--- config.mk ---
export PLATFORM = sky130hd
export DESIGN_NAME = bank_switch_mapper_with_scanline_irq
export DESIGN_NICKNAME = d
export VERILOG_FILES = /design/src/sv/bsm_pkg.sv /design/src/sv/bsm_core.sv /design/src/sv/bsm_rsp_queue.sv /design/src/sv/bank_switch_mapper_with_scanline_irq.sv
export SDC_FILE = /design/constraint.sdc
export NUM_CORES = 1
export LEC_CHECK = 0
export ABC_AREA = 1
export BUFFER_PORTS_ARGS = -buffer_cell sky130_fd_sc_hd__buf_2
export CAP_MARGIN = 40
export CORE_ASPECT_RATIO = 1.5
export CORE_MARGIN = 2
export CORE_UTILIZATION = 55
export CTS_CLUSTER_SIZE = 14
export DETAILED_ROUTE_END_ITERATION = 6
export PLACE_DENSITY = 0.84
export SYNTH_ARGS = -nofsm -noshare
export SYNTH_HDL_FRONTEND = slang
export SYNTH_HIERARCHICAL = 1
export SYNTH_SLANG_ARGS = --single-unit
--- constraint.sdc ---
create_clock -name clock -period 7.1 [get_ports clock]
set_clock_uncertainty 0.2 [all_clocks]
set_input_delay 0.71 -clock clock [delete_from_list [all_inputs] [get_ports clock]]
set_output_delay 0.71 -clock clock [all_outputs]
set_load 0.005 [all_outputs]
--- src/sv/bsm_pkg.sv ---
// Package for the bank switch mapper: item types, result kinds, decoded
// register addresses and bank command codes.
// No dependencies; every other file of the block imports it.
package bsm_pkg;

   // One input item: a bus write or a scanline tick.
   typedef struct packed {
      logic        func;
      logic [15:0] address;
      logic [7:0]  value;
   } req_type;

   // One result item.
   typedef struct packed {
      logic [2:0]  kind;
      logic [15:0] window_address;
      logic [8:0]  number;
      logic        flag;
      logic        last;
   } rsp_type;

   // Up to two results caused by one input item.
   typedef struct packed {
      logic    two;
      rsp_type first;
      rsp_type second;
   } rsp_pair_type;

   // Result kinds.
   localparam logic [2:0] KIND_PRG    = 3'd0;
   localparam logic [2:0] KIND_CHR    = 3'd1;
   localparam logic [2:0] KIND_MIRROR = 3'd2;
   localparam logic [2:0] KIND_SAVE   = 3'd3;
   localparam logic [2:0] KIND_IRQ    = 3'd4;
   localparam logic [2:0] KIND_PASS   = 3'd5;
   localparam logic [2:0] KIND_NONE   = 3'd6;

   // Input item function codes.
   localparam logic FUNC_WRITE = 1'b0;
   localparam logic FUNC_TICK  = 1'b1;

   // Decoded register addresses.
   localparam logic [15:0] ADDR_CMD_SELECT = 16'h8000;
   localparam logic [15:0] ADDR_BANK_DATA  = 16'h8001;
   localparam logic [15:0] ADDR_MIRROR     = 16'hA000;
   localparam logic [15:0] ADDR_SAVE_RAM   = 16'hA001;
   localparam logic [15:0] ADDR_IRQ_COUNT  = 16'hC000;
   localparam logic [15:0] ADDR_IRQ_LATCH  = 16'hC001;
   localparam logic [15:0] ADDR_IRQ_OFF    = 16'hE000;
   localparam logic [15:0] ADDR_IRQ_ON     = 16'hE001;

   // Bank command codes.
   localparam logic [2:0] CMD_CHR_2K_0 = 3'd0;
   localparam logic [2:0] CMD_CHR_2K_1 = 3'd1;
   localparam logic [2:0] CMD_CHR_1K_0 = 3'd2;
   localparam logic [2:0] CMD_CHR_1K_1 = 3'd3;
   localparam logic [2:0] CMD_CHR_1K_2 = 3'd4;
   localparam logic [2:0] CMD_CHR_1K_3 = 3'd5;
   localparam logic [2:0] CMD_PRG_0    = 3'd6;
   localparam logic [2:0] CMD_PRG_1    = 3'd7;

   // Window base addresses.
   localparam logic [15:0] WIN_CHR_1K    = 16'h0400;
   localparam logic [15:0] WIN_CHR_FLIP  = 16'h1000;
   localparam logic [15:0] WIN_PRG_LOW   = 16'h8000;
   localparam logic [15:0] WIN_PRG_MID   = 16'hA000;
   localparam logic [15:0] WIN_PRG_HIGH  = 16'hC000;

   localparam logic [8:0] PRG_BANKS_RESET = 9'd32;

endpackage

--- src/sv/bsm_core.sv ---
// Mapper state and decode: holds the bank, mode and IRQ registers and turns
// the registered input item into one or two results.
// Depends on bsm_pkg.
module bsm_core (
   input  logic                 clock,
   input  logic                 reset,
   input  bsm_pkg::req_type     item,
   input  logic                 advance,
   input  logic                 csr_write_enable,
   input  logic [8:0]           csr_write_data,
   output bsm_pkg::rsp_pair_type pair
);
   import bsm_pkg::*;

   logic [8:0]  prg_banks_ff;
   logic [2:0]  pending_ff, pending_in;
   logic        prg_mode_ff, prg_mode_in;
   logic        chr_mode_ff, chr_mode_in;
   logic        changed_ff, changed_in;
   logic [8:0]  count_ff, count_in;
   logic [7:0]  reload_ff, reload_in;
   logic        irq_on_ff, irq_on_in;

   logic [8:0]  banks_m1;
   logic [8:0]  fixed_bank;
   logic [15:0] chr_flip;
   logic [8:0]  arg;
   logic [8:0]  even;
   rsp_type     fixed_rsp;
   rsp_type     none_rsp;

   // The fixed bank is the second-last 8K bank, wrapped to nine bits.
   assign banks_m1   = prg_banks_ff - 9'd1;
   assign fixed_bank = {banks_m1[7:0], 1'b0};
   assign chr_flip   = chr_mode_ff ? WIN_CHR_FLIP : 16'h0000;
   assign arg        = {1'b0, item.value};
   assign even       = {1'b0, item.value[7:1], 1'b0};

   always_comb begin
      none_rsp      = '0;
      none_rsp.kind = KIND_NONE;
      none_rsp.last = 1'b1;
      fixed_rsp                = '0;
      fixed_rsp.kind           = KIND_PRG;
      fixed_rsp.window_address = prg_mode_ff ? WIN_PRG_LOW : WIN_PRG_HIGH;
      fixed_rsp.number         = fixed_bank;
   end

   // Decode of the item and the next state.
   always_comb begin
      pair        = '0;
      pair.first  = none_rsp;
      pair.second = none_rsp;
      pending_in  = pending_ff;
      prg_mode_in = prg_mode_ff;
      chr_mode_in = chr_mode_ff;
      changed_in  = changed_ff;
      count_in    = count_ff;
      reload_in   = reload_ff;
      irq_on_in   = irq_on_ff;

      if (item.func == FUNC_TICK) begin
         if (irq_on_ff && count_ff == 9'd0) begin
            count_in        = {1'b0, reload_ff};
            pair.first.kind = KIND_IRQ;
         end else if (irq_on_ff) begin
            count_in = count_ff - 9'd1;
         end
      end else if (!item.address[15]) begin
         pair.first.kind           = KIND_PASS;
         pair.first.window_address = item.address;
         pair.first.number         = arg;
      end else begin
         unique case (item.address)
            ADDR_BANK_DATA: begin
               pair.first.kind  = KIND_CHR;
               pair.second.kind = KIND_CHR;
               unique case (pending_ff)
                  CMD_CHR_2K_0, CMD_CHR_2K_1: begin
                     pair.two                   = 1'b1;
                     pair.first.last            = 1'b0;
                     pair.first.window_address  = chr_flip ^
                        ((pending_ff == CMD_CHR_2K_1) ? 16'h0800 : 16'h0000);
                     pair.second.window_address = pair.first.window_address
                                                  ^ WIN_CHR_1K;
                     pair.first.number          = even;
                     pair.second.number         = even | 9'd1;
                  end
                  CMD_CHR_1K_0, CMD_CHR_1K_1, CMD_CHR_1K_2, CMD_CHR_1K_3: begin
                     pair.first.window_address = chr_flip ^
                        {4'b0001, pending_ff[1:0] - 2'd2, 10'd0};
                     pair.first.number         = arg;
                  end
                  CMD_PRG_0: begin
                     pair.first.kind = KIND_PRG;
                     if (changed_ff) begin
                        pair.two                   = 1'b1;
                        pair.first                 = fixed_rsp;
                        pair.first.last            = 1'b0;
                        pair.second.kind           = KIND_PRG;
                        pair.second.window_address =
                           prg_mode_ff ? WIN_PRG_HIGH : WIN_PRG_LOW;
                        pair.second.number         = arg;
                        changed_in                 = 1'b0;
                     end else begin
                        pair.first.window_address =
                           prg_mode_ff ? WIN_PRG_HIGH : WIN_PRG_LOW;
                        pair.first.number         = arg;
                     end
                  end
                  CMD_PRG_1: begin
                     pair.first.kind           = KIND_PRG;
                     pair.first.window_address = WIN_PRG_MID;
                     pair.first.number         = arg;
                     if (changed_ff) begin
                        pair.two         = 1'b1;
                        pair.first.last  = 1'b0;
                        pair.second      = fixed_rsp;
                        pair.second.last = 1'b1;
                        changed_in       = 1'b0;
                     end
                  end
                  default: ;
               endcase
            end
            ADDR_MIRROR: begin
               pair.first.kind = KIND_MIRROR;
               pair.first.flag = item.value[0];
            end
            ADDR_SAVE_RAM: begin
               pair.first.kind = KIND_SAVE;
               pair.first.flag = item.value[0];
            end
            ADDR_CMD_SELECT: begin
               pending_in  = item.value[2:0];
               prg_mode_in = item.value[6];
               chr_mode_in = item.value[7];
               if (item.value[6] != prg_mode_ff) begin
                  changed_in = 1'b1;
               end
            end
            ADDR_IRQ_COUNT: count_in  = {1'b0, item.value};
            ADDR_IRQ_LATCH: reload_in = item.value;
            ADDR_IRQ_OFF:   irq_on_in = 1'b0;
            ADDR_IRQ_ON:    irq_on_in = 1'b1;
            default: ;
         endcase
      end
   end

   // Mode and IRQ registers advance when the item moves into the result queue.
   always_ff @(posedge clock) begin
      if (reset) begin
         prg_banks_ff <= PRG_BANKS_RESET;
         pending_ff   <= '0;
         prg_mode_ff  <= 1'b0;
         chr_mode_ff  <= 1'b0;
         changed_ff   <= 1'b0;
         count_ff     <= '0;
         reload_ff    <= '0;
         irq_on_ff    <= 1'b0;
      end else begin
         if (csr_write_enable) begin
            prg_banks_ff <= csr_write_data;
         end
         if (advance) begin
            pending_ff  <= pending_in;
            prg_mode_ff <= prg_mode_in;
            chr_mode_ff <= chr_mode_in;
            changed_ff  <= changed_in;
            count_ff    <= count_in;
            reload_ff   <= reload_in;
            irq_on_ff   <= irq_on_in;
         end
      end
   end

endmodule

--- src/sv/bsm_rsp_queue.sv ---
// Two-entry result queue: takes one or two results of an item at once and
// hands them out one per cycle while rsp_ready is high.
// Depends on bsm_pkg.
module bsm_rsp_queue (
   input  logic                  clock,
   input  logic                  reset,
   input  bsm_pkg::rsp_pair_type pair,
   input  logic                  push,
   output logic                  room,
   output logic                  rsp_valid,
   input  logic                  rsp_ready,
   output bsm_pkg::rsp_type      rsp_data
);
   import bsm_pkg::*;

   logic [1:0] count_ff, count_in;
   rsp_type    slot0_ff, slot0_in;
   rsp_type    slot1_ff, slot1_in;
   logic       pop;
   logic [1:0] after_pop;
   logic [1:0] needed;

   assign rsp_valid = (count_ff != 2'd0);
   assign rsp_data  = slot0_ff;
   assign pop       = rsp_valid && rsp_ready;
   assign after_pop = count_ff - {1'b0, pop};
   assign needed    = pair.two ? 2'd2 : 2'd1;

   // The item fits when its results fit beside what stays after this pop.
   assign room = ({1'b0, after_pop} + {1'b0, needed}) <= 3'd2;

   // Pop shifts the second entry down; push appends after what is left.
   always_comb begin
      slot0_in = slot0_ff;
      slot1_in = slot1_ff;
      count_in = count_ff;
      if (pop) begin
         slot0_in = slot1_ff;
         count_in = after_pop;
      end
      if (push) begin
         if (pair.two) begin
            slot0_in = pair.first;
            slot1_in = pair.second;
            count_in = 2'd2;
         end else begin
            if (after_pop == 2'd0) begin
               slot0_in = pair.first;
            end else begin
               slot1_in = pair.first;
            end
            count_in = after_pop + 2'd1;
         end
      end
   end

   always_ff @(posedge clock) begin
      if (reset) begin
         count_ff <= '0;
      end else begin
         count_ff <= count_in;
      end
   end

   always_ff @(posedge clock) begin
      slot0_ff <= slot0_in;
      slot1_ff <= slot1_in;
   end

endmodule

--- src/sv/bank_switch_mapper_with_scanline_irq.sv ---
// Top level of the bank switch mapper with scanline IRQ counter.
// Depends on bsm_pkg, bsm_core and bsm_rsp_queue.
//
//   Channel  Direction  Handshake                  Carries
//   req_     in         req_valid / req_ready      bus write or scanline tick
//   rsp_     out        rsp_valid / rsp_ready      bank load, IRQ, passthrough
//   csr_     in         csr_write_enable           PRG 16K bank count
//
// An item is registered on acceptance and decoded in the following cycle,
// moving into a two-entry result queue; the first result shows when the
// queue takes it. One-result items sustain one item per cycle while
// rsp_ready is high; a bank command's two results leave one after the
// other through the single result port. Reset clears the mapper registers,
// empties the queue and sets the bank count to 32. A stalled rsp_ready
// holds the queue and, lacking room, the input register: req_ready drops.
module bank_switch_mapper_with_scanline_irq (
   input  logic             clock,
   input  logic             reset,
   input  logic             req_valid,
   output logic             req_ready,
   input  bsm_pkg::req_type req_data,
   output logic             rsp_valid,
   input  logic             rsp_ready,
   output bsm_pkg::rsp_type rsp_data,
   input  logic             csr_write_enable,
   input  logic [8:0]       csr_write_data
);
   import bsm_pkg::*;

   logic         in_valid_ff;
   req_type      in_item_ff;
   logic         advance;
   logic         room;
   rsp_pair_type pair;

   // Input register: refills when empty or when its item moves on.
   assign advance   = in_valid_ff && room;
   assign req_ready = !in_valid_ff || advance;

   always_ff @(posedge clock) begin
      if (reset) begin
         in_valid_ff <= 1'b0;
      end else if (req_ready) begin
         in_valid_ff <= req_valid;
      end
   end

   always_ff @(posedge clock) begin
      if (req_ready && req_valid) begin
         in_item_ff <= req_data;
      end
   end

   bsm_core u_core (
      .clock            (clock),
      .reset            (reset),
      .item             (in_item_ff),
      .advance          (advance),
      .csr_write_enable (csr_write_enable),
      .csr_write_data   (csr_write_data),
      .pair             (pair)
   );

   bsm_rsp_queue u_queue (
      .clock     (clock),
      .reset     (reset),
      .pair      (pair),
      .push      (advance),
      .room      (room),
      .rsp_valid (rsp_valid),
      .rsp_ready (rsp_ready),
      .rsp_data  (rsp_data)
   );

endmodule

* Yosys cells after proc, flatten, opt, wreduce, memory -nomap -nowiden
Index checks and enable logic that the tools add are counted.
** Word-level totals
- Bits of input ports :: 39
- Register bits after elaboration :: 120
- Word-level logic and storage cells :: 126
- Output and inout bits :: 32
** Operators by class
- Multiplexer cells :: 47
- Order comparisons :: 1
- Bitwise operators :: 4
- Add/sub/neg operators :: 6
- Equal/unequal tests :: 20
- Reductions and logical operators :: 25
** Operator list (count)
- 30-bit 2-to-1 mux :: 6
- 16-bit equality test (second input constant) :: 8
- 25-bit case mux with 4 select lines :: 1
- 25-bit case mux with 3 select lines :: 1
- 31-bit 2-to-1 mux :: 2
- 57-bit 2-to-1 mux :: 1
- 25-bit 2-to-1 mux :: 2
- 9-bit 2-to-1 mux :: 5
- 32-bit 2-to-1 mux :: 1
- 15-bit 2-to-1 mux :: 2
- 29-bit 2-to-1 mux :: 1
- 28-bit 2-to-1 mux :: 1
- 4-bit AND reduction :: 4
- 16-bit by 13-bit bitwise XOR with 16-bit output :: 1
- 16-bit bitwise XOR :: 1
- 13-bit 2-to-1 mux :: 1
- 3-bit equality test (second input constant) :: 4
- 12-bit 2-to-1 mux :: 1
- 2-bit 2-to-1 mux :: 6
- 3-bit case mux with 2 select lines :: 2
- 2-bit nonzero test :: 6
- 9-bit logical NOT :: 1
- 3-bit case mux with 3 select lines :: 1
- 9-bit by 1-bit subtractor with 9-bit output (second input constant) :: 1
- other kinds (27) :: 43

* Depth between registers and ports, before layout
Gate-level depths: netlist of the first run.
- Depth after elaboration :: 12
- Mapped depth :: 23

* Modules after synthesis
Netlist of the first run, hierarchy kept.
** Modules (own cells, without submodules)
- bsm_rsp_queue :: times used 1, area an instance 2985.4 um2, cells an instance 392
- bsm_core :: times used 1, area an instance 2761.4 um2, cells an instance 482
- bank_switch_mapper_with_scanline_irq :: times used 1, area an instance 805.8 um2, cells an instance 33

* Least setup slack after synthesis of the first run
OpenSTA, ideal clock, no wires.
- Path kind :: reg-to-reg
- Start point :: register in_item_ff[23] (netlist bit)
- End point :: register in_item_ff[0] (netlist bit), enable pin
- Cell stages (with the launch flop) :: 16
- Path slack :: 2457 ps
- Data required time :: 6485 ps
- Data arrival time :: 4028 ps
- Period minus slack after synthesis :: 4643 ps
- Path through :: edfxtp_1 -> inv_2 -> nor2_2 -> nand3_2 -> nor2_4 -> nand3_4 -> nor2_4 -> nand2_1 -> o21ai_0 -> inv_2 -> clkbuf_1 -> fa_1 -> inv_1 -> a21boi_0 -> inv_1 -> a21oi_1
** RTL lines
- from (decl) :: RTL line bank_switch_mapper_with_scanline_irq.sv:31 : req_type in_item_ff;
- from (signal assigned) :: RTL line bank_switch_mapper_with_scanline_irq.sv:50 : in_item_ff <= req_data;

==> results of run 1 <==
-- per-layer routing --
metal,GRT usage (%),vias up
met4,13.6,0
met1,28.4,2674
li1,-,3005
met3,5.31,48
met5,0,-
met2,45.6,196
-- worst min-delay path by stage --
stage / slack [ns] / cells after the start / end / startpoint
2_1_floorplan: 0.22 / 2 / u_core/reload_ff[4]$_SDFFE_PP0P_ / u_core/reload_ff[4]$_SDFFE_PP0P_
3_3_place_gp: 0.23 / 2 / u_core/reload_ff[6]$_SDFFE_PP0P_ / u_core/reload_ff[6]$_SDFFE_PP0P_
3_5_place_dp: 0.25 / 2 / u_core/reload_ff[1]$_SDFFE_PP0P_ / u_core/reload_ff[1]$_SDFFE_PP0P_
4_1_cts: 0.25 / 1 / in_item_ff[7]$_DFFE_PP_ / req_data[7]
5_1_grt: 0.25 / 1 / in_item_ff[7]$_DFFE_PP_ / req_data[7]
6_report: 0.26 / 2 / u_core/reload_ff[7]$_SDFFE_PP0P_ / u_core/reload_ff[7]$_SDFFE_PP0P_
-- tightest hold or removal path: stages, from the launching register on --
cell and delay, ns:
dfxtp_1 0.30, inv_1 0.05, a21oi_1 0.06
-- cell usage after synthesis, drive strengths merged --
library cell / n
dfxtp: 65
nand2: 345
inv: 78
xnor2: 1
o22ai: 1
o31ai: 2
ha: 11
clkbuf: 17
nand3: 107
xor2: 3
nand4: 4
a21oi: 37
or2: 2
o21ai: 45
fa: 1
conb: 2
a21boi: 1
nor3: 3
nor2: 82
nand3b: 1
buf: 35
o211ai: 8
a31oi: 1
edfxtp: 55
-- where the power goes --
part,total (mW),leakage [nW],switching [mW],internal (mW)
clock network,0.905,0.293,0.317,0.589
registers,0.831,1.06,0.0408,0.790
logic,0.268,2.20,0.168,0.0998
-- logic make-up (layout without fill, tap and decap cells) --
| family | count (synthesis) | after routing | share of synthesized area (%) |
|---|---|---|---|
| fa+ha+maj | 12 | 12 | 2.41 |
| other cells | 2 | 13 | 0.115 |
| simple gates | 544 | 544 | 34.8 |
| flops | 120 | 120 | 45.1 |
| compound gates | 95 | 95 | 7.77 |
| buf+inv | 130 | 184 | 9.36 |
| xor+xnor | 4 | 4 | 0.535 |
-- state kept, by name, indices dropped and copies added (netlist names), 2 cells and up --
name                 cells
u_queue/rsp_data        30
u_core/count_ff          9
u_core/pending_ff        3
u_queue/slot1_ff        30
u_core/prg_banks_ff      8
u_queue/count_ff         2
in_item_ff              25
u_core/reload_ff         8
-- metrics by stage --
stage	cell area, sq um	total power, mW	std cells	setup slack (ns)	hold WS (ns)
floorplan	6590	1.02	918	2.46	0.220
global placement	6840	1.10	1089	2.00	0.233
detailed placement	6860	1.11	1090	1.95	0.249
CTS	7490	2.01	1122	1.95	0.253
global route	7490	2.09	1122	1.42	0.252
finish	7490	2.00	1122	1.89	0.255
-- layout make-up --
class,count,area (sq um)
clock buffer,18,429
clock inverter,14,199
fill,1012,4100
inverter,78,293
multi-input combinational,668,3040
sequential,120,2950
tap,150,188
timing repair buffer,74,390
==> key figures, run 1 <==
Cells and area
  • Most frequent cells in the layout: nand2_1, nand3_1, nor2_1
  • # diodes: 0
  • Commonest non-fill, non-tap cell in the layout: nand2_1
  • Share of cells above drive strength 1: 13.4%
  • Area Growth Syn to Fin: 14.3%
  • Final core occ: approximately 65%
  • Final net count: 1010

Floorplan
  • Die X: just over 90 um
  • Site Rows: 48
  • Ports: 71
  • DIE AREA: 12800 sq um
  • Starting Density: 56.5%
  • Core Region: roughly 12000 sq um
  • Die H: approximately 140 um

Critical path
  • CP startpoint kind: register
  • CP arrival: 5.08 ns
  • Critical Path Start: in_item_ff[24]$_DFFE_PP_
  • Crit-path slowest cell: edfxtp_1
  • CP Class: register to register
  • R2R Setup Slk: between 1.5 and 2 ns
  • CP peak stage delay: approximately 0.7 ns
  • Setup crit end kind: register
  • FF-to-FF path depth: 19
  • CP endpoint: u_queue/slot1_ff[21]$_DFFE_PP_
  • Crit Reg-Reg Endpoint: u_queue/slot1_ff[21]$_DFFE_PP_
  • Crit-path max FO: 38
  • Delay-heaviest family, CP: buffers and inverters
  • WP buf/inv: 9
  • Reg-to-reg startpoint: in_item_ff[24]$_DFFE_PP_
  • Crit path top cell by count: inv_1
  • CP Depth: 19
  • Data required time of the worst path: 6.97 ns
  • Cell breakdown of the critical path: inv_1 > nand2_1 > inv_1 > nand3_4 > nor2_4 > nand2_1 > o21ai_2 > inv_2 > ha_1 > inv_1 > fa_1 > inv_1 > a21boi_0 > nand2_1 > inv_1 > buf_4 > o21ai_0 > inv_1 > buf_4

Synth
  • Synthesized area: ~6600 sq um
  • Syn avg cell area: a little over 7 sq um
  • Ranking of synthesized cells by area: edfxtp_1, dfxtp_1, nand2_1, nand3_1, nor2_1
  • Netlist cell types: 36
  • Sequential area share after synthesis: between 40% and 50%
  • Leading area contributor after synthesis: edfxtp_1
  • FF+latch count, synth: 120
  • Synth top area share: between 20% and 30%
  • Post-synthesis instance total: ~910
  • Syn. warnings: 6

Global routing
  • Total global routing overflow: 0
  • First-pass GRT wire length: between 20 and 30 mm
  • Gr usage total: between 20% and 30%
  • Vias in the first global route: about 5500
  • Largest net degree at the start of global routing: 39
  • Initial antenna violation count: 0

CTS
  • Clock Latency Late Sink: 0.42 ns
  • H-tree depth: 4
  • Clock transition at path regs: roughly 0.05 ns
  • CTS tree: built
  • TritonCTS buffer count: 17
  • Postcts setup bufs: 0
  • CTS Sinks: 120
  • CTS root buffer: clkbuf_16
  • Maximum clock path buffer count: 2
  • Post-CTS Resized: 0
  • CTS hold repair buffers: 0

STA
  • Sum of negative setup slack: 0 ns
  • Max_slew headroom: around 40%
  • Final setup viols: 0
  • Final-report hold violation count: 0
  • Final period util: 73.3%
  • Final slew viol count: 0
  • Slew @ Worst Pin: approximately 0.88 ns
  • RSZ-0062 raised after global routing: no
  • Shortest period the worst path allows: ~5.2 ns
  • Achievable frequency: between 0.15 and 0.2 GHz

Routing
  • Total number of vias: around 5900
  • Total wire length: between 15 and 20 mm
  • # DRC: 0
  • Antenna viol nets, final: 0
  • WL met3: 909 um
  • Highest routed layer: met4
  • Met1 Wirelength: roughly 6 mm
  • DR pass1 iterations: 5
  • Avg Vias per Cell: 5.28
  • Initial DRC Count: around 440
  • Met2 wire len: a little over 8 mm
  • Drt wl/cell: 13.9 um

Placement
  • RD Place Congestion: 0.954
  • Final HPWL DP: ~11 mm
  • Port buffer count: around 70

Pwr
  • Static leakage: about 3.6 nW
  • Pwr Density: between 200 and 300 nW/um^2
  • VDD IR max: 0.000161 V

Job
  • Max Cap Violations: 0

Min path
  • Hold/Removal Path Class: register to register

Status
  • Outcome: completed
(Power assumes the default switching activity.)
==> run 2, diff against run 1 <==
--- a/config.mk
+++ b/config.mk
@@ -10,10 +10,10 @@
 export CAP_MARGIN = 40
 export CORE_ASPECT_RATIO = 1.5
 export CORE_MARGIN = 2
-export CORE_UTILIZATION = 55
+export CORE_UTILIZATION = 53
 export CTS_CLUSTER_SIZE = 14
 export DETAILED_ROUTE_END_ITERATION = 6
-export PLACE_DENSITY = 0.84
+export PLACE_DENSITY = 0.85
 export SYNTH_ARGS = -nofsm -noshare
 export SYNTH_HDL_FRONTEND = slang
 export SYNTH_HIERARCHICAL = 1
==> constraint.sdc (replaced) <==
create_clock -name clock -period 4.3 [get_ports clock]
set_clock_uncertainty 0.2 [all_clocks]
set_input_delay 0.43 -clock clock [delete_from_list [all_inputs] [get_ports clock]]
set_output_delay 0.43 -clock clock [all_outputs]
set_load 0.005 [all_outputs]
==> run 2 against run 1 <==
Worst hold slack worse by 0.21 ns. Flip-flop and latch count stayed put. Worst setup slack worse by 1.6 ns. Clock power is 52% higher. First-iteration DRC count is 0.91% higher. Sequential share of layout area is 1.5 points lower. Die area is 3.6% higher. Critical path type unchanged. Critical endpoint is now u_core/reload_ff[1]$_SDFFE_PP0P_.
==> key figures, run 2 (synthesis gave the netlist of run 1 again) <==
Status
  • Outcome: completed (unchanged)

Pwr
  • Combinational power share: 14.8% (was 13.4%)
  • Clock power share: 42.9% (was 45.2%)
  • Switching part of the total: 27.3% (was 26.2%)
  • Pint: 2.34 mW (was 1.48 mW)
  • Sw Pwr: 0.882 mW (was 0.525 mW)
  • Reg power frac: 42.3% (was 41.5%)
  • Static leakage: 3.68 nW (was 3.55 nW)
  • VDD IR max: 0.000267 V (was 0.000161 V)
  • Pwr Density: 415 nW/um^2 (was 268 nW/um^2)

STA
  • RSZ-0062 raised after global routing: no (unchanged)
  • Fin Hold WS: 0.0422 ns (was 0.255 ns)
  • Final-report hold violation count: 0 (unchanged)
  • Slew @ Worst Pin: 0.891 ns (was 0.884 ns)
  • Max_slew headroom: 40.4% (was 40.8%)
  • Shortest period the worst path allows: 4.02 ns (was 5.21 ns)
  • Achievable frequency: 0.249 GHz (was 0.192 GHz)
  • Sum of negative setup slack: 0 ns (unchanged)
  • Final period util: 93.4% (was 73.3%)
  • Final setup viols: 0 (unchanged)
  • Final slew viol count: 0 (unchanged)
  • Worst Setup Slack, final: 0.284 ns (was 1.89 ns)

Routing
  • # DRC: 0 (unchanged)
  • Total wire length: 16.3 mm (was 15.6 mm)
  • DR pass1 iterations: 5 (unchanged)
  • Avg Vias per Cell: 5.28 (about the same)
  • Initial DRC Count: 443 (was 439)
  • Antenna viol nets, final: 0 (unchanged)
  • Total number of vias: 6117 (was 5923)
  • Drt wl/cell: 14.1 um (was 13.9 um)

Critical path
  • Crit-path slowest cell: fa_1 (was edfxtp_1)
  • CP arrival: 4.12 ns (was 5.08 ns)
  • CP startpoint kind: register (unchanged)
  • CP peak stage delay: 0.54 ns (was 0.70 ns)
  • FF-to-FF path depth: 19 (unchanged)
  • Setup crit end kind: register (unchanged)
  • Cell breakdown of the critical path: nor2_1 > nand3_2 > nor2_4 > nand3_4 > nor2_4 > nand2_1 > o21ai_2 > inv_2 > fa_1 > inv_1 > a21boi_0 > nand2_1 > inv_1 > buf_4 > inv_1 > nor2_2 > nand3_4 > o21ai_0 > a21oi_1 (was inv_1 > nand2_1 > inv_1 > nand3_4 > nor2_4 > nand2_1 > o21ai_2 > inv_2 > ha_1 > inv_1 > fa_1 > inv_1 > a21boi_0 > nand2_1 > inv_1 > buf_4 > o21ai_0 > inv_1 > buf_4)
  • CP Class: register to register (unchanged)
  • Crit Reg-Reg Endpoint: u_core/reload_ff[1]$_SDFFE_PP0P_ (was u_queue/slot1_ff[21]$_DFFE_PP_)
  • Data required time of the worst path: 4.40 ns (was 6.97 ns)
  • Crit path top cell by count: inv_1 (unchanged)
  • Crit-path max FO: 16 (was 38)
  • R2R Setup Slk: 0.28 ns (was 1.89 ns)
  • Reg-to-reg startpoint: in_item_ff[16]$_DFFE_PP_ (was in_item_ff[24]$_DFFE_PP_)

Cells and area
  • Area of the multi-input gates: 3060 sq um (was 3040 sq um)
  • Commonest non-fill, non-tap cell in the layout: nand2_1 (unchanged)
  • Final net count: 1043 (was 1010)
  • Most frequent cells in the layout: nand2_1, nand3_1, nor2_1 (unchanged)
  • FF+latch area: 2950 sq um (unchanged)
  • Area Growth Syn to Fin: 18.7% (was 14.3%)
  • Share of cells above drive strength 1: 14.2% (was 13.4%)
  • # diodes: 0 (unchanged)
  • Filler cell count: 1010 (was 1012)

Min path
  • HP Start: csr_write_data[2] (was u_core/reload_ff[7]$_SDFFE_PP0P_)
  • Hold endpoint: u_core/prg_banks_ff[2]$_SDFFE_PP0P_ (was u_core/reload_ff[7]$_SDFFE_PP0P_)
  • Min-Delay Path Depth: 3 (was 2)
  • Hold/Removal Path Class: primary input to register (was register to register)

Global routing
  • Vias in the first global route: 5754 (was 5499)
  • Met1 usage: 28.0% (was 28.4%)
  • Grt peak-use layer: met2 (unchanged)
  • First-pass GRT wire length: 26.6 mm (was 25.5 mm)
  • Largest net degree at the start of global routing: 34 (was 39)
  • Gr usage total: 25.5% (was 25.6%)
  • Total global routing overflow: 0 (unchanged)
  • Initial antenna violation count: 0 (unchanged)
  • Met2 Usage GRT: 46.0% (was 45.6%)
  • Met3 Usage GRT: 5.16% (was 5.31%)

CTS
  • CTS Sinks: 120 (unchanged)
  • CTS root buffer: clkbuf_16 (unchanged)
  • CTS tree: built (unchanged)
  • Clock Latency Late Sink: 0.42 ns (about the same)
  • Maximum clock path buffer count: 2 (unchanged)
  • H-tree depth: 4 (unchanged)
  • TritonCTS buffer count: 17 (unchanged)
  • Postcts setup bufs: 0 (unchanged)
  • Clock transition at path regs: 0.06 ns (was 0.05 ns)

Floorplan
  • Starting Density: 54.5% (was 56.5%)
  • Core Region: 12000 sq um (was 11600 sq um)
  • DIE AREA: 13300 sq um (was 12800 sq um)
  • Site Rows: 49 (was 48)
  • Die X: 94.8 um (was 93.1 um)
  • Die H: 140 um (was 138 um)
  • Ports: 71 (unchanged)

Placement
  • Port buffer count: 69 (unchanged)
  • RD Place Congestion: 0.902 (was 0.954)
  • Final HPWL DP: 11.1 mm (was 10.8 mm)
  • Pre-CTS setup slack: 0.0930 ns (was 1.95 ns)

Job
  • Max Cap Violations: 0 (unchanged)
[run 2: cell types whose count changed in the layout (fill, tap and decap cells not counted), sizes merged]
cell	change
buf	+8
bufinv	-2
clkinv	+3
clkinvlp	-1
dlygate4sd3	+25
[run 2: metal layers]
layer | vias to the layer above | share of wire [%]
met1 | 2787 | 38
li1 | 3065 | -
met3 | 46 | 5.0
met4 | 0 | 3.3
met5 | - | 0
met2 | 219 | 53
[run 2: layout make-up]
class	instances	share of cell area [%]
repair buffers	107	9.01
inverters	78	3.77
clock buffers	18	5.52
flip-flops and latches	120	38.0
well taps	153	2.46
multi-input cells	668	39.3
clock inverters	14	1.93
[run 2: what timing repair did]
item,4_1_cts,5_1_grt
resized for setup,0,5
hold endpoints to repair,25,0
hold buffers,25,0
setup endpoints to repair,0,15
[run 2: worst max-delay path by stage]
stage / depth (start not counted) / startpoint / to
final: 19 / in_item_ff[16]$_DFFE_PP_ / u_core/reload_ff[1]$_SDFFE_PP0P_
after global routing: 20 / in_item_ff[16]$_DFFE_PP_ / u_core/count_ff[3]$_SDFFE_PP0P_
after CTS: 19 / in_item_ff[16]$_DFFE_PP_ / u_core/reload_ff[1]$_SDFFE_PP0P_
after detailed placement: 19 / in_item_ff[16]$_DFFE_PP_ / u_core/reload_ff[1]$_SDFFE_PP0P_
after global placement: 19 / in_item_ff[16]$_DFFE_PP_ / u_core/reload_ff[1]$_SDFFE_PP0P_
after floorplan: 19 / in_item_ff[23]$_DFFE_PP_ / u_queue/slot1_ff[0]$_DFFE_PP_
[run 2: worst max-delay path, delay by kind of cell (launching register included)]
kind	cells	cell delay, ns
compound gates	4	0.71
flops	1	0.39
simple gates	9	1.58
buf+inv	5	0.46
fa+ha+maj	1	0.54
[run 2: metrics by stage]
| stage | power, mW | instances | util (%) | instance area [sq um] |
|---|---|---|---|---|
| after floorplan | 1.69 | 918 | - | 6600 |
| after global placement | 1.82 | 1100 | 57.5 | 6910 |
| after detailed placement | 1.84 | 1101 | 57.6 | 6920 |
| after CTS | 3.23 | 1158 | 64.5 | 7750 |
| after global routing | 3.36 | 1158 | 64.7 | 7770 |
| final | 3.23 | 1158 | 64.7 | 7770 |
[run 2: power by group through the flow]
stage	Combinational, mW	Clock [mW]	Sequential [mW]
global placement	0.434	0	1.38
floorplan	0.303	0	1.39
detailed placement	0.452	0	1.39
global route	0.543	1.44	1.37
CTS	0.477	1.39	1.36
finish	0.477	1.38	1.37
